--- config.mk ---
export PLATFORM = sky130hd
export DESIGN_NAME = affine_fit_and_map_core
export DESIGN_NICKNAME = d
export VERILOG_FILES = /design/src/design/afm_pkg.sv /design/src/design/afm_div.sv /design/src/design/afm_dp.sv /design/src/design/afm_ctl.sv /design/src/design/affine_fit_and_map_core.sv
export VERILOG_INCLUDE_DIRS = /design/src /design/src/design
export SDC_FILE = /design/constraint.sdc
export NUM_CORES = 2
export LEC_CHECK = 0
export BUFFER_PORTS_ARGS = -buffer_cell sky130_fd_sc_hd__clkbuf_2
export CORE_MARGIN = 2
export CORE_UTILIZATION = 35
export CTS_CLUSTER_SIZE = 25
export DETAILED_ROUTE_END_ITERATION = 12
export HOLD_SLACK_MARGIN = 0.12
export PLACE_DENSITY_LB_ADDON = 0.08
export SKIP_CTS_REPAIR_TIMING = 1
export SYNTH_ARGS = -nofsm -noshare
export SYNTH_HDL_FRONTEND = slang
export SYNTH_SLANG_ARGS = --single-unit
export TNS_END_PERCENT = 10
--- constraint.sdc ---
create_clock -name clk -period 31 [get_ports clk]
set_clock_uncertainty 0.05 [all_clocks]
set_input_delay 1.55 -clock clk [delete_from_list [all_inputs] [get_ports clk]]
set_output_delay 1.55 -clock clk [all_outputs]
set_load 0.03 [all_outputs]
--- src/design/affine_fit_and_map_core_macros.svh ---
// ----------------------------------------------------------------------------
// Affine fit and map core assertion macros
// Shorthand for the clocked, reset-qualified checks of the core.
// ----------------------------------------------------------------------------
`ifndef AFFINE_FIT_AND_MAP_CORE_MACROS_SVH
`define AFFINE_FIT_AND_MAP_CORE_MACROS_SVH

// Same-cycle implication, sampled on clk, off while rst_n is low.
`define AFM_ASSERT_NOW(label, ante, cons, msg) \
  label: assert property (@(posedge clk) disable iff (!rst_n) (ante) |-> (cons)) \
    else $error(msg);

// Next-cycle implication, sampled on clk, off while rst_n is low.
`define AFM_ASSERT_NEXT(label, ante, cons, msg) \
  label: assert property (@(posedge clk) disable iff (!rst_n) (ante) |=> (cons)) \
    else $error(msg);

`endif

--- src/design/afm_pkg.sv ---
// ----------------------------------------------------------------------------
// Affine fit and map package
// Widths, codes, item types and controller/datapath interface structs.
// ----------------------------------------------------------------------------
`timescale 1ns / 1ps

package afm_pkg;

  localparam int FIELD_W    = 16;
  localparam int COORD_BITS = 16;
  localparam int FRAC_BITS  = 24;
  localparam int COEF_W     = 48;
  localparam int HALF_W     = COEF_W / 2;
  localparam int DIFF_W     = COORD_BITS + 1;
  localparam int DET_W      = 2 * DIFF_W + 1;
  localparam int ACC_A      = COEF_W + COORD_BITS + 2;
  localparam int ACC_B      = DET_W + FRAC_BITS + 1;
  localparam int ACC_W      = (ACC_A > ACC_B) ? ACC_A : ACC_B;
  localparam int CNT_W      = $clog2(ACC_W + 1);
  localparam int SLOT_N     = 3;

  typedef enum logic [1:0] {
    OP_LOAD = 2'd0,
    OP_FIT  = 2'd1,
    OP_MAP  = 2'd2,
    OP_NONE = 2'd3
  } opcode_t;

  typedef enum logic [1:0] {
    ST_OK    = 2'd0,
    ST_DEGEN = 2'd1,
    ST_NOMAT = 2'd2,
    ST_SAT   = 2'd3
  } status_t;

  typedef enum logic [4:0] {
    S_IDLE, S_DET0, S_DET1, S_DCHK, S_NUM0, S_NUM1, S_ADIVS, S_ADIVW,
    S_NB0, S_BDIVS, S_BDIVW, S_NE0, S_NE1, S_NEW, S_MAP0, S_MAP1, S_MAPW, S_DONE
  } state_t;

  typedef enum logic [1:0] {
    INIT_ZERO, INIT_T12, INIT_T1, INIT_E
  } init_sel_t;

  typedef enum logic [2:0] {
    M_DX12, M_DX13, M_T12, M_T13, M_A, M_B
  } m_sel_t;

  typedef enum logic [2:0] {
    N_DY12, N_DY13, N_DX12, N_X1, N_Y1, N_PX, N_PY
  } n_sel_t;

  typedef struct packed {
    logic [1:0]               opcode;
    logic [1:0]               slot;
    logic signed [FIELD_W-1:0] src_x;
    logic signed [FIELD_W-1:0] src_y;
    logic signed [FIELD_W-1:0] dst_x;
    logic signed [FIELD_W-1:0] dst_y;
  } in_item_t;

  typedef struct packed {
    logic signed [FIELD_W-1:0] mapped_x;
    logic signed [FIELD_W-1:0] mapped_y;
    logic [1:0]                status;
  } out_item_t;

  typedef struct packed {
    logic      accept;
    logic      load;
    logic      mac_en;
    logic      mac_init;
    init_sel_t init_sel;
    m_sel_t    m_sel;
    n_sel_t    n_sel;
    logic      mac_sub;
    logic      mac_hi;
    logic      det_wr;
    logic      div_start;
    logic      div_by_dy;
    logic      wr_a;
    logic      wr_b;
    logic      wr_e;
    logic      wr_map;
    logic      set_valid;
    logic      push;
    status_t   push_status;
    logic      row;
  } cmd_t;

  typedef struct packed {
    logic mat_valid;
    logic degen;
    logic div_done;
  } stat_t;

endpackage

--- src/design/afm_div.sv ---
// ----------------------------------------------------------------------------
// Affine fit and map divider
// Unsigned restoring divider, one quotient bit per cycle.
// ----------------------------------------------------------------------------
`timescale 1ns / 1ps

module afm_div (
  input  logic                        clk,
  input  logic                        rst_n,
  input  logic                        start,
  input  logic [afm_pkg::ACC_W-1:0]   dvd_mag,
  input  logic [afm_pkg::DET_W-1:0]   dvs_mag,
  output logic                        done,
  output logic [afm_pkg::ACC_W-1:0]   quo
);

  logic                        busy_r;
  logic                        done_r;
  logic [afm_pkg::CNT_W-1:0]   cnt_r;
  logic [afm_pkg::DET_W-1:0]   rem_r;
  logic [afm_pkg::DET_W-1:0]   rem_nxt;
  logic [afm_pkg::DET_W-1:0]   dvs_r;
  logic [afm_pkg::ACC_W-1:0]   quo_r;
  logic [afm_pkg::ACC_W-1:0]   quo_nxt;
  logic [afm_pkg::DET_W:0]     rem_sh;
  logic                        ge;

  always_comb begin
    rem_sh  = {rem_r, quo_r[afm_pkg::ACC_W-1]};
    ge      = rem_sh >= {1'b0, dvs_r};
    rem_nxt = ge ? afm_pkg::DET_W'(rem_sh - {1'b0, dvs_r})
                 : rem_sh[afm_pkg::DET_W-1:0];
    quo_nxt = {quo_r[afm_pkg::ACC_W-2:0], ge};
  end

  always_ff @(posedge clk) begin
    if (!rst_n) begin
      busy_r <= 1'b0;
      done_r <= 1'b0;
      cnt_r  <= '0;
    end else begin
      done_r <= 1'b0;
      if (start) begin
        busy_r <= 1'b1;
        cnt_r  <= afm_pkg::CNT_W'(afm_pkg::ACC_W);
      end else if (busy_r) begin
        cnt_r <= cnt_r - afm_pkg::CNT_W'(1);
        if (cnt_r == afm_pkg::CNT_W'(1)) begin
          busy_r <= 1'b0;
          done_r <= 1'b1;
        end
      end
    end
  end

  always_ff @(posedge clk) begin
    if (start) begin
      rem_r <= '0;
      quo_r <= dvd_mag;
      dvs_r <= dvs_mag;
    end else if (busy_r) begin
      rem_r <= rem_nxt;
      quo_r <= quo_nxt;
    end
  end

  assign done = done_r;
  assign quo  = quo_r;

endmodule

--- src/design/afm_dp.sv ---
// ----------------------------------------------------------------------------
// Affine fit and map datapath
// Point and coefficient storage, split multiply-accumulate, divider, result.
// ----------------------------------------------------------------------------
`timescale 1ns / 1ps

module afm_dp (
  input  logic               clk,
  input  logic               rst_n,
  input  afm_pkg::in_item_t  in_data,
  input  afm_pkg::cmd_t      cmd,
  output afm_pkg::stat_t     stat,
  output afm_pkg::out_item_t out_data
);

  logic signed [afm_pkg::COORD_BITS-1:0] sx_r [3];
  logic signed [afm_pkg::COORD_BITS-1:0] sy_r [3];
  logic signed [afm_pkg::COORD_BITS-1:0] tx_r [3];
  logic signed [afm_pkg::COORD_BITS-1:0] ty_r [3];
  logic signed [afm_pkg::COORD_BITS-1:0] px_r;
  logic signed [afm_pkg::COORD_BITS-1:0] py_r;
  logic signed [afm_pkg::COORD_BITS-1:0] rx_r;
  logic signed [afm_pkg::COORD_BITS-1:0] ry_r;
  logic signed [afm_pkg::COEF_W-1:0]     ca_r [2];
  logic signed [afm_pkg::COEF_W-1:0]     cb_r [2];
  logic signed [afm_pkg::COEF_W-1:0]     ce_r [2];
  logic signed [afm_pkg::ACC_W-1:0]      acc_r;
  logic signed [afm_pkg::ACC_W-1:0]      acc_nxt;
  logic signed [afm_pkg::DET_W-1:0]      det_r;
  logic                                  mv_r;
  logic                                  sat_r;
  logic                                  qneg_r;
  afm_pkg::out_item_t                    out_r;

  logic signed [afm_pkg::DIFF_W-1:0] dx12, dx13, dy12, dy13, t12, t13;
  logic signed [afm_pkg::COORD_BITS-1:0] t1, t2, t3;
  logic signed [afm_pkg::COEF_W-1:0] m_op;
  logic signed [afm_pkg::DIFF_W-1:0] n_op;
  logic [afm_pkg::HALF_W-1:0] m_lo;
  logic signed [afm_pkg::COEF_W-afm_pkg::HALF_W-1:0] m_hi;
  logic signed [afm_pkg::HALF_W+afm_pkg::DIFF_W:0] prod_lo;
  logic signed [afm_pkg::COEF_W-afm_pkg::HALF_W+afm_pkg::DIFF_W-1:0] prod_hi;
  logic signed [afm_pkg::ACC_W-1:0] term, base, init_val;
  logic signed [afm_pkg::ACC_W-1:0] dvd_src;
  logic signed [afm_pkg::DET_W-1:0] dvs_src;
  logic [afm_pkg::ACC_W-1:0] dvd_mag, div_quo;
  logic [afm_pkg::DET_W-1:0] dvs_mag;
  logic div_done;
  logic acc_neg;
  logic [afm_pkg::ACC_W-1:0] acc_mag, ish, lim_c;
  logic csat;
  logic [afm_pkg::COORD_BITS-1:0] cv;
  logic [afm_pkg::COEF_W:0] qs, es;
  afm_pkg::status_t push_st;

  function automatic logic signed [afm_pkg::COORD_BITS-1:0] to_coord(
    input logic [afm_pkg::FIELD_W-1:0] f
  );
    return afm_pkg::COORD_BITS'(f);
  endfunction

  // Saturates a magnitude and sign to the coefficient range; top bit flags clipping.
  function automatic logic [afm_pkg::COEF_W:0] sat_coef(
    input logic [afm_pkg::ACC_W-1:0] mag,
    input logic                      neg
  );
    logic [afm_pkg::ACC_W-1:0] lim;
    logic [afm_pkg::COEF_W-1:0] v;
    logic s;
    lim = (afm_pkg::ACC_W'(1) << (afm_pkg::COEF_W - 1)) - afm_pkg::ACC_W'(!neg);
    s   = mag > lim;
    v   = s ? lim[afm_pkg::COEF_W-1:0] : mag[afm_pkg::COEF_W-1:0];
    if (neg) begin
      v = -v;
    end
    return {s, v};
  endfunction

  assign t1 = cmd.row ? ty_r[0] : tx_r[0];
  assign t2 = cmd.row ? ty_r[1] : tx_r[1];
  assign t3 = cmd.row ? ty_r[2] : tx_r[2];

  assign dx12 = afm_pkg::DIFF_W'(sx_r[0]) - afm_pkg::DIFF_W'(sx_r[1]);
  assign dx13 = afm_pkg::DIFF_W'(sx_r[0]) - afm_pkg::DIFF_W'(sx_r[2]);
  assign dy12 = afm_pkg::DIFF_W'(sy_r[0]) - afm_pkg::DIFF_W'(sy_r[1]);
  assign dy13 = afm_pkg::DIFF_W'(sy_r[0]) - afm_pkg::DIFF_W'(sy_r[2]);
  assign t12  = afm_pkg::DIFF_W'(t1) - afm_pkg::DIFF_W'(t2);
  assign t13  = afm_pkg::DIFF_W'(t1) - afm_pkg::DIFF_W'(t3);

  always_comb begin
    unique case (cmd.m_sel)
      afm_pkg::M_DX12: m_op = afm_pkg::COEF_W'(dx12);
      afm_pkg::M_DX13: m_op = afm_pkg::COEF_W'(dx13);
      afm_pkg::M_T12:  m_op = afm_pkg::COEF_W'(t12);
      afm_pkg::M_T13:  m_op = afm_pkg::COEF_W'(t13);
      afm_pkg::M_A:    m_op = ca_r[cmd.row];
      afm_pkg::M_B:    m_op = cb_r[cmd.row];
      default:         m_op = '0;
    endcase
    unique case (cmd.n_sel)
      afm_pkg::N_DY12: n_op = dy12;
      afm_pkg::N_DY13: n_op = dy13;
      afm_pkg::N_DX12: n_op = dx12;
      afm_pkg::N_X1:   n_op = afm_pkg::DIFF_W'(sx_r[0]);
      afm_pkg::N_Y1:   n_op = afm_pkg::DIFF_W'(sy_r[0]);
      afm_pkg::N_PX:   n_op = afm_pkg::DIFF_W'(px_r);
      afm_pkg::N_PY:   n_op = afm_pkg::DIFF_W'(py_r);
      default:         n_op = '0;
    endcase
    unique case (cmd.init_sel)
      afm_pkg::INIT_ZERO: init_val = '0;
      afm_pkg::INIT_T12:  init_val = afm_pkg::ACC_W'(t12) <<< afm_pkg::FRAC_BITS;
      afm_pkg::INIT_T1:   init_val = afm_pkg::ACC_W'(t1) <<< afm_pkg::FRAC_BITS;
      afm_pkg::INIT_E:    init_val = afm_pkg::ACC_W'(ce_r[cmd.row]);
      default:            init_val = '0;
    endcase
  end

  // The coefficient operand is taken in two halves on successive cycles.
  assign m_lo    = m_op[afm_pkg::HALF_W-1:0];
  assign m_hi    = m_op[afm_pkg::COEF_W-1:afm_pkg::HALF_W];
  assign prod_lo = $signed({1'b0, m_lo}) * n_op;
  assign prod_hi = m_hi * n_op;
  assign term    = cmd.mac_hi ? (afm_pkg::ACC_W'(prod_hi) <<< afm_pkg::HALF_W)
                              : afm_pkg::ACC_W'(prod_lo);
  assign base    = cmd.mac_init ? init_val : acc_r;
  assign acc_nxt = cmd.mac_sub ? base - term : base + term;

  assign dvd_src = cmd.div_by_dy ? acc_r : (acc_r <<< afm_pkg::FRAC_BITS);
  assign dvs_src = cmd.div_by_dy ? afm_pkg::DET_W'(dy12) : det_r;
  assign dvd_mag = dvd_src[afm_pkg::ACC_W-1] ? afm_pkg::ACC_W'(-dvd_src)
                                              : afm_pkg::ACC_W'(dvd_src);
  assign dvs_mag = dvs_src[afm_pkg::DET_W-1] ? afm_pkg::DET_W'(-dvs_src)
                                              : afm_pkg::DET_W'(dvs_src);

  afm_div u_div (
    .clk     (clk),
    .rst_n   (rst_n),
    .start   (cmd.div_start),
    .dvd_mag (dvd_mag),
    .dvs_mag (dvs_mag),
    .done    (div_done),
    .quo     (div_quo)
  );

  always_comb begin
    acc_neg = acc_r[afm_pkg::ACC_W-1];
    acc_mag = acc_neg ? afm_pkg::ACC_W'(-acc_r) : afm_pkg::ACC_W'(acc_r);
    ish     = acc_mag >> afm_pkg::FRAC_BITS;
    lim_c   = (afm_pkg::ACC_W'(1) << (afm_pkg::COORD_BITS - 1)) - afm_pkg::ACC_W'(!acc_neg);
    csat    = ish > lim_c;
    cv      = csat ? lim_c[afm_pkg::COORD_BITS-1:0] : ish[afm_pkg::COORD_BITS-1:0];
    if (acc_neg) begin
      cv = -cv;
    end
    qs = sat_coef(div_quo, qneg_r);
    es = sat_coef(acc_mag, acc_neg);
    push_st = (cmd.push_status == afm_pkg::ST_OK && sat_r) ? afm_pkg::ST_SAT
                                                           : cmd.push_status;
  end

  always_ff @(posedge clk) begin
    if (!rst_n) begin
      for (int i = 0; i < afm_pkg::SLOT_N; i++) begin
        sx_r[i] <= '0;
        sy_r[i] <= '0;
        tx_r[i] <= '0;
        ty_r[i] <= '0;
      end
      mv_r <= 1'b0;
    end else begin
      if (cmd.load && in_data.slot < 2'(afm_pkg::SLOT_N)) begin
        sx_r[in_data.slot] <= to_coord(in_data.src_x);
        sy_r[in_data.slot] <= to_coord(in_data.src_y);
        tx_r[in_data.slot] <= to_coord(in_data.dst_x);
        ty_r[in_data.slot] <= to_coord(in_data.dst_y);
      end
      if (cmd.set_valid) begin
        mv_r <= 1'b1;
      end
    end
  end

  always_ff @(posedge clk) begin
    if (cmd.accept) begin
      px_r  <= to_coord(in_data.src_x);
      py_r  <= to_coord(in_data.src_y);
      rx_r  <= '0;
      ry_r  <= '0;
      sat_r <= 1'b0;
    end else begin
      if (cmd.wr_a || cmd.wr_b) begin
        sat_r <= sat_r | qs[afm_pkg::COEF_W];
      end else if (cmd.wr_e) begin
        sat_r <= sat_r | es[afm_pkg::COEF_W];
      end else if (cmd.wr_map) begin
        sat_r <= sat_r | csat;
      end
      if (cmd.wr_map) begin
        if (cmd.row) begin
          ry_r <= cv;
        end else begin
          rx_r <= cv;
        end
      end
    end
    if (cmd.mac_en) begin
      acc_r <= acc_nxt;
    end
    if (cmd.det_wr) begin
      det_r <= acc_r[afm_pkg::DET_W-1:0];
    end
    if (cmd.div_start) begin
      qneg_r <= dvd_src[afm_pkg::ACC_W-1] ^ dvs_src[afm_pkg::DET_W-1];
    end
    if (cmd.wr_a) begin
      ca_r[cmd.row] <= qs[afm_pkg::COEF_W-1:0];
    end
    if (cmd.wr_b) begin
      cb_r[cmd.row] <= qs[afm_pkg::COEF_W-1:0];
    end
    if (cmd.wr_e) begin
      ce_r[cmd.row] <= es[afm_pkg::COEF_W-1:0];
    end
    if (cmd.push) begin
      out_r.mapped_x <= afm_pkg::FIELD_W'($unsigned(rx_r));
      out_r.mapped_y <= afm_pkg::FIELD_W'($unsigned(ry_r));
      out_r.status   <= push_st;
    end
  end

  assign stat.mat_valid = mv_r;
  assign stat.degen     = (acc_r == '0) || (dy12 == '0);
  assign stat.div_done  = div_done;
  assign out_data       = out_r;

endmodule

--- src/design/afm_ctl.sv ---
// ----------------------------------------------------------------------------
// Affine fit and map controller
// Sequences fit and map steps and owns the channel handshakes.
// ----------------------------------------------------------------------------
`timescale 1ns / 1ps

module afm_ctl (
  input  logic           clk,
  input  logic           rst_n,
  input  logic           in_valid,
  input  logic [1:0]     in_opcode,
  output logic           in_stall,
  output logic           out_valid,
  input  logic           out_stall,
  input  afm_pkg::stat_t stat,
  output afm_pkg::cmd_t  cmd
);

  afm_pkg::state_t  state_r, state_nxt;
  afm_pkg::status_t stt_r, stt_nxt;
  logic             ph_r, ph_nxt;
  logic             row_r, row_nxt;
  logic             out_valid_r, out_valid_nxt;

  always_ff @(posedge clk) begin
    if (!rst_n) begin
      state_r     <= afm_pkg::S_IDLE;
      stt_r       <= afm_pkg::ST_OK;
      ph_r        <= 1'b0;
      row_r       <= 1'b0;
      out_valid_r <= 1'b0;
    end else begin
      state_r     <= state_nxt;
      stt_r       <= stt_nxt;
      ph_r        <= ph_nxt;
      row_r       <= row_nxt;
      out_valid_r <= out_valid_nxt;
    end
  end

  always_comb begin
    state_nxt     = state_r;
    stt_nxt       = stt_r;
    ph_nxt        = ph_r;
    row_nxt       = row_r;
    out_valid_nxt = out_valid_r && out_stall;
    cmd           = '0;
    cmd.row       = row_r;
    cmd.mac_hi    = ph_r;

    unique case (state_r)
      afm_pkg::S_IDLE: begin
        if (in_valid) begin
          cmd.accept = 1'b1;
          cmd.load   = (in_opcode == afm_pkg::OP_LOAD);
          row_nxt    = 1'b0;
          ph_nxt     = 1'b0;
          stt_nxt    = afm_pkg::ST_OK;
          if (in_opcode == afm_pkg::OP_FIT) begin
            state_nxt = afm_pkg::S_DET0;
          end else if (in_opcode == afm_pkg::OP_MAP) begin
            if (stat.mat_valid) begin
              state_nxt = afm_pkg::S_MAP0;
            end else begin
              stt_nxt   = afm_pkg::ST_NOMAT;
              state_nxt = afm_pkg::S_DONE;
            end
          end
        end
      end
      afm_pkg::S_DET0: begin
        cmd.mac_en   = 1'b1;
        cmd.mac_init = !ph_r;
        cmd.init_sel = afm_pkg::INIT_ZERO;
        cmd.m_sel    = afm_pkg::M_DX12;
        cmd.n_sel    = afm_pkg::N_DY13;
        ph_nxt       = !ph_r;
        if (ph_r) state_nxt = afm_pkg::S_DET1;
      end
      afm_pkg::S_DET1: begin
        cmd.mac_en  = 1'b1;
        cmd.mac_sub = 1'b1;
        cmd.m_sel   = afm_pkg::M_DX13;
        cmd.n_sel   = afm_pkg::N_DY12;
        ph_nxt      = !ph_r;
        if (ph_r) state_nxt = afm_pkg::S_DCHK;
      end
      afm_pkg::S_DCHK: begin
        cmd.det_wr = 1'b1;
        if (stat.degen) begin
          stt_nxt   = afm_pkg::ST_DEGEN;
          state_nxt = afm_pkg::S_DONE;
        end else begin
          state_nxt = afm_pkg::S_NUM0;
        end
      end
      afm_pkg::S_NUM0: begin
        cmd.mac_en   = 1'b1;
        cmd.mac_init = !ph_r;
        cmd.init_sel = afm_pkg::INIT_ZERO;
        cmd.m_sel    = afm_pkg::M_T12;
        cmd.n_sel    = afm_pkg::N_DY13;
        ph_nxt       = !ph_r;
        if (ph_r) state_nxt = afm_pkg::S_NUM1;
      end
      afm_pkg::S_NUM1: begin
        cmd.mac_en  = 1'b1;
        cmd.mac_sub = 1'b1;
        cmd.m_sel   = afm_pkg::M_T13;
        cmd.n_sel   = afm_pkg::N_DY12;
        ph_nxt      = !ph_r;
        if (ph_r) state_nxt = afm_pkg::S_ADIVS;
      end
      afm_pkg::S_ADIVS: begin
        cmd.div_start = 1'b1;
        state_nxt     = afm_pkg::S_ADIVW;
      end
      afm_pkg::S_ADIVW: begin
        if (stat.div_done) begin
          cmd.wr_a  = 1'b1;
          state_nxt = afm_pkg::S_NB0;
        end
      end
      afm_pkg::S_NB0: begin
        cmd.mac_en   = 1'b1;
        cmd.mac_init = !ph_r;
        cmd.mac_sub  = 1'b1;
        cmd.init_sel = afm_pkg::INIT_T12;
        cmd.m_sel    = afm_pkg::M_A;
        cmd.n_sel    = afm_pkg::N_DX12;
        ph_nxt       = !ph_r;
        if (ph_r) state_nxt = afm_pkg::S_BDIVS;
      end
      afm_pkg::S_BDIVS: begin
        cmd.div_start = 1'b1;
        cmd.div_by_dy = 1'b1;
        state_nxt     = afm_pkg::S_BDIVW;
      end
      afm_pkg::S_BDIVW: begin
        if (stat.div_done) begin
          cmd.wr_b  = 1'b1;
          state_nxt = afm_pkg::S_NE0;
        end
      end
      afm_pkg::S_NE0: begin
        cmd.mac_en   = 1'b1;
        cmd.mac_init = !ph_r;
        cmd.mac_sub  = 1'b1;
        cmd.init_sel = afm_pkg::INIT_T1;
        cmd.m_sel    = afm_pkg::M_A;
        cmd.n_sel    = afm_pkg::N_X1;
        ph_nxt       = !ph_r;
        if (ph_r) state_nxt = afm_pkg::S_NE1;
      end
      afm_pkg::S_NE1: begin
        cmd.mac_en  = 1'b1;
        cmd.mac_sub = 1'b1;
        cmd.m_sel   = afm_pkg::M_B;
        cmd.n_sel   = afm_pkg::N_Y1;
        ph_nxt      = !ph_r;
        if (ph_r) state_nxt = afm_pkg::S_NEW;
      end
      afm_pkg::S_NEW: begin
        cmd.wr_e = 1'b1;
        if (row_r) begin
          cmd.set_valid = 1'b1;
          state_nxt     = afm_pkg::S_DONE;
        end else begin
          row_nxt   = 1'b1;
          state_nxt = afm_pkg::S_NUM0;
        end
      end
      afm_pkg::S_MAP0: begin
        cmd.mac_en   = 1'b1;
        cmd.mac_init = !ph_r;
        cmd.init_sel = afm_pkg::INIT_E;
        cmd.m_sel    = afm_pkg::M_A;
        cmd.n_sel    = afm_pkg::N_PX;
        ph_nxt       = !ph_r;
        if (ph_r) state_nxt = afm_pkg::S_MAP1;
      end
      afm_pkg::S_MAP1: begin
        cmd.mac_en = 1'b1;
        cmd.m_sel  = afm_pkg::M_B;
        cmd.n_sel  = afm_pkg::N_PY;
        ph_nxt     = !ph_r;
        if (ph_r) state_nxt = afm_pkg::S_MAPW;
      end
      afm_pkg::S_MAPW: begin
        cmd.wr_map = 1'b1;
        if (row_r) begin
          state_nxt = afm_pkg::S_DONE;
        end else begin
          row_nxt   = 1'b1;
          state_nxt = afm_pkg::S_MAP0;
        end
      end
      afm_pkg::S_DONE: begin
        if (!out_valid_r || !out_stall) begin
          cmd.push        = 1'b1;
          cmd.push_status = stt_r;
          out_valid_nxt   = 1'b1;
          state_nxt       = afm_pkg::S_IDLE;
        end
      end
      default: begin
        state_nxt = afm_pkg::S_IDLE;
      end
    endcase
  end

  assign in_stall  = (state_r != afm_pkg::S_IDLE);
  assign out_valid = out_valid_r;

endmodule

--- src/design/affine_fit_and_map_core.sv ---
// A load writes its point pair into the point registers on acceptance and gives no item.
// A map item runs MAP0, MAP1 and MAPW for each row, then DONE raises out_valid.
// A fit runs four serial divisions, two per row, each giving a 66-bit quotient.
// Throughput: one item in flight; a finished item waits in the output register.
// Reset: rst_n synchronous, active low; clears points, the matrix valid flag and control.
`timescale 1ns / 1ps
`include "affine_fit_and_map_core_macros.svh"

// ----------------------------------------------------------------------------
// Affine fit and map core
// Fits a 2D affine map from three point pairs and maps points through it.
// ----------------------------------------------------------------------------
//
// The controller accepts one item whenever it is idle. Load items write one
// source/target pair. A fit item first forms the determinant on the shared
// multiply-accumulate unit; if it or y1-y2 is zero the fit is reported as
// degenerate and the stored matrix is untouched. Otherwise each row runs
// numerator, divide by determinant (a), the b numerator, divide by y1-y2 (b),
// and the offset e, with saturation to the coefficient range.
//
// A map item runs e + a*x + b*y for each row. Every 48-bit by 17-bit product
// is taken as two half products on consecutive cycles into one accumulator,
// and the result is truncated toward zero and saturated to the coordinate
// range. The result goes into an output register so the controller can take
// the next item while the result is still waiting on the output side.

module affine_fit_and_map_core (
  input  logic               clk,
  input  logic               rst_n,
  input  logic               in_valid,
  output logic               in_stall,
  input  afm_pkg::in_item_t  in_data,
  output logic               out_valid,
  input  logic               out_stall,
  output afm_pkg::out_item_t out_data
);

  afm_pkg::cmd_t  cmd;
  afm_pkg::stat_t stat;

  afm_ctl u_ctl (
    .clk       (clk),
    .rst_n     (rst_n),
    .in_valid  (in_valid),
    .in_opcode (in_data.opcode),
    .in_stall  (in_stall),
    .out_valid (out_valid),
    .out_stall (out_stall),
    .stat      (stat),
    .cmd       (cmd)
  );

  afm_dp u_dp (
    .clk      (clk),
    .rst_n    (rst_n),
    .in_data  (in_data),
    .cmd      (cmd),
    .stat     (stat),
    .out_data (out_data)
  );

  // A fit item keeps the input side busy on the very next cycle.
  `AFM_ASSERT_NEXT(a_fit_blocks_input, in_valid && !in_stall && (in_data.opcode == afm_pkg::OP_FIT), in_stall, "fit item did not occupy the core")
  // A new result only appears after the core was busy.
  `AFM_ASSERT_NOW(a_result_after_busy, $rose(out_valid), $past(in_stall), "result appeared from idle")
  // A load item never produces a result.
  `AFM_ASSERT_NEXT(a_load_no_result, in_valid && !in_stall && (in_data.opcode == afm_pkg::OP_LOAD), !$rose(out_valid), "load item produced a result")

endmodule
==> results.sh <==
export IMPL_outcome="finished, final reports clean"
export IMPL_grt_pass1_vias=69931
export IMPL_routed_wl_mm=345.3
export IMPL_syn_nets=10696
export IMPL_grt_start_max_net_pins=138
export IMPL_dpl_worst_slack_ns=14.70
export IMPL_synth_seq_cells=838
export IMPL_path_buf_inv=6
export IMPL_maxSlewHeadroom=0.1694
export IMPL_ant_nets=0
export IMPL_grtUsageTotal=0.2773
export IMPL_die_area_um2=246700
export IMPL_core_um2=241000
export IMPL_yosys_warnings=0
export IMPL_drv_slew=0
export IMPL_crit_path_max_incr_delay_ns=0.79
export IMPL_r2r_worst_path_cells=52
export IMPL_die_height_um=496.7
export IMPL_post_route_min_period_ns=16.44
export IMPL_io_pins=108
export IMPL_syn_inst=9391
export IMPL_cts_num_sinks=838
export IMPL_syn2layout_area_growth_pct=9.591
export IMPL_endpoint_kind="flop"
export IMPL_synth_flop_cell="edfxtp_1"
export IMPL_io_buffers=107
export IMPL_h_tree_depth=3
export IMPL_fin_crit_sh=0.5302
export IMPL_hp_class="flop to flop"
export IMPL_cpMostUsedCell="fa_1"
export IMPL_antenna_found_initial=13
export IMPL_drcViolationCount=0
export IMPL_worst_slew_pin_slew_ns=1.245
export IMPL_maxCapViolCount=0
export IMPL_setup_viol=0
export IMPL_max_freq_ghz=0.06084
export IMPL_startpoint_type="flop"
export IMPL_initial_core_util=0.3526
export IMPL_required_ns=31.37
export IMPL_root_buffer="clkbuf_16"
export IMPL_r2r_slack_ns=14.56
export IMPL_fin_ws_ns=14.56
export IMPL_nNetsFinal=10599
export IMPL_grt_pass1_wl_mm=502.0
export IMPL_async_flop_share=0
export IMPL_clockBufferDepth=3
export IMPL_std_cell_rows=180
export IMPL_vias=70907
export IMPL_synth_edf_count=749
export IMPL_nFillCells=24472
export IMPL_hpwl_mm=264.3
export IMPL_ys_types=99
export IMPL_wl_per_cell_um=27.47
export IMPL_clock_latency_ns=0.77
export IMPL_netlist_area_um2=84970
export IMPL_viasPerCell=5.640
export IMPL_worstPathArrival_ns=16.81
export IMPL_drt_first_pass_iters=8
export IMPL_finalWeightedCongestion=0.9518
export IMPL_die_w_um=496.7
export IMPL_min_path_cells=0
export IMPL_tns_ns=0
export IMPL_initialDrtViolationCount=6600
export IMPL_path_depth=52
export IMPL_yosysSeqAreaShare=0.2857
export IMPL_cts_tree="yes"
export IMPL_drive_above_1_share=0.07420
export IMPL_rsz0062_at_grt="false"
export IMPL_finalHoldViolCount=0
export IMPL_grt_overflow_total=0
export IMPL_cp_max_fo=63
export IMPL_path_class="flop to flop"
export IMPL_synth_area_per_cell_um2=9.048
export IMPL_clk_pin_slew_worst_paths_ns=0.06
export IMPL_crit_family="simple AND/OR/NAND/NOR gates"
export IMPL_critPathSlowestCell="nor2_1"
export IMPL_cts_buffers=105
## synthesized netlist by cell type, drive strengths merged (17+ instances only)
cell / count / area (µm²)
or2: 62 / 387.9
o221ai: 23 / 201.4
o22ai: 97 / 606.8
o21a: 83 / 623.1
nor3b: 18 / 135.1
o41ai: 17 / 148.9
clkbuf: 452 / 1698
a21oi: 453 / 2267
or3: 72 / 450.4
ha: 494 / 6181
o31ai: 56 / 420.4
a22oi: 46 / 345.3
nor2b: 74 / 462.9
edfxtp: 749 / 22490
o211ai: 47 / 352.8
o21ai: 463 / 2317
a21boi: 32 / 240.2
a211oi: 70 / 530.5
nand2b: 66 / 412.9
nand4: 50 / 327.8
nand3: 130 / 655.6
nor3: 172 / 880.8
and4: 17 / 148.9
nor2: 970 / 3649
a221oi: 18 / 175.2
and2: 191 / 1195
nand2: 1015 / 3810
mux2i: 272 / 2723
and3: 131 / 819.5
nor4: 67 / 474.2
a31oi: 82 / 513.0
xor2: 188 / 1647
dfxtp: 89 / 1782
mux2: 38 / 427.9
o31a: 17 / 148.9
xnor2: 259 / 2268
a21o: 129 / 968.4
inv: 1033 / 3877
fa: 739 / 14790
o21bai: 37 / 289.0
buf: 57 / 249.0
or4: 41 / 315.3
## worst paths after layout
path / from / end
max: u_ctl.row_r / u_dp.acc_r[62]
min: u_dp.ry_r[12] / u_dp.out_data[14]
max reg2reg: u_ctl.row_r / u_dp.acc_r[62]
min reg2reg: u_dp.ry_r[12] / u_dp.out_data[14]
## layout make-up
type / instances / area (µm²) / area share
Antenna cell: 7 / 17.52 / 0.0001881
Clock buffer: 115 / 2665 / 0.02862
Clock inverter: 78 / 890.9 / 0.009567
Inverter: 1037 / 3892 / 0.04180
Multi-Input combinational cell: 7007 / 55330 / 0.5942
Sequential cell: 838 / 24280 / 0.2608
Tap cell: 3185 / 3985 / 0.04280
Timing Repair Buffer: 305 / 2047 / 0.02198
## stage by stage
step,hold slack (ns),util,instance area (µm²),std cells
final,0.3789,0.3864,93110,12572
after global routing,0.3857,0.3863,93100,12567
after CTS,0.3739,0.3863,93100,12565
after detailed placement,0.3701,0.3716,89540,12372
after global placement,0.3641,0.3716,89540,12372
after floorplan,0.3579,-,84970,9391
## cell usage in the layout (no fill, tap or decap), drive strengths merged, types with 37 or more instances in the layout
cell / n
a211oi: 70
a21o: 129
a21oi: 453
a22oi: 46
a31oi: 82
and2: 191
and3: 131
buf: 198
clkbuf: 222
clkinv: 51
dfxtp: 89
edfxtp: 749
fa: 739
ha: 494
inv: 1040
mux2: 38
mux2i: 272
nand2: 1015
nand2b: 66
nand3: 130
nand4: 50
nor2: 970
nor2b: 74
nor3: 172
nor4: 67
o211ai: 47
o21a: 83
o21ai: 463
o21bai: 37
o22ai: 97
o31ai: 56
or2: 62
or3: 72
or4: 41
xnor2: 259
xor2: 188
## cell families after synthesis
logic type,count (synthesis),synth area share
adder cells (fa/ha/maj),1233,0.2469
flip-flops,838,0.2857
AND/OR/NAND/NOR,3129,0.1719
AO/OA/AOI/OAI,1887,0.1434
multiplexers,310,0.03708
XOR/XNOR,448,0.04634
buffers and inverters,1546,0.06873
## per-layer routing
layer,share of wire,GRT usage,wire (µm)
met2,0.45,0.4352,154900
met4,0.039,0.09506,13640
met5,0.00021,0,73
met1,0.45,0.3879,154900
met3,0.063,0.04345,21840
## state kept, by name, indices dropped and copies added (netlist names), 2 cells and up, named ones only
| register | cells |
|---|---|
| u_dp.ry_r | 16 |
| u_dp.u_div.rem_r | 35 |
| u_ctl.state_r | 5 |
| u_dp.ca_r | 96 |
| u_dp.tx_r | 48 |
| u_ctl.stt_r | 2 |
| u_dp.ty_r | 48 |
| u_dp.u_div.dvs_r | 35 |
| u_dp.px_r | 16 |
| u_dp.ce_r | 96 |
| u_dp.cb_r | 96 |
| u_dp.acc_r | 66 |
| u_dp.rx_r | 16 |
| u_dp.det_r | 35 |
| u_dp.sx_r | 48 |
| u_dp.out_data | 34 |
| u_dp.sy_r | 48 |
| u_dp.u_div.cnt_r | 7 |
| u_dp.u_div.quo | 66 |
| u_dp.py_r | 16 |
Power is not shown: default switching activity piles up to over one toggle a cycle in this logic, so the estimate is an artifact.
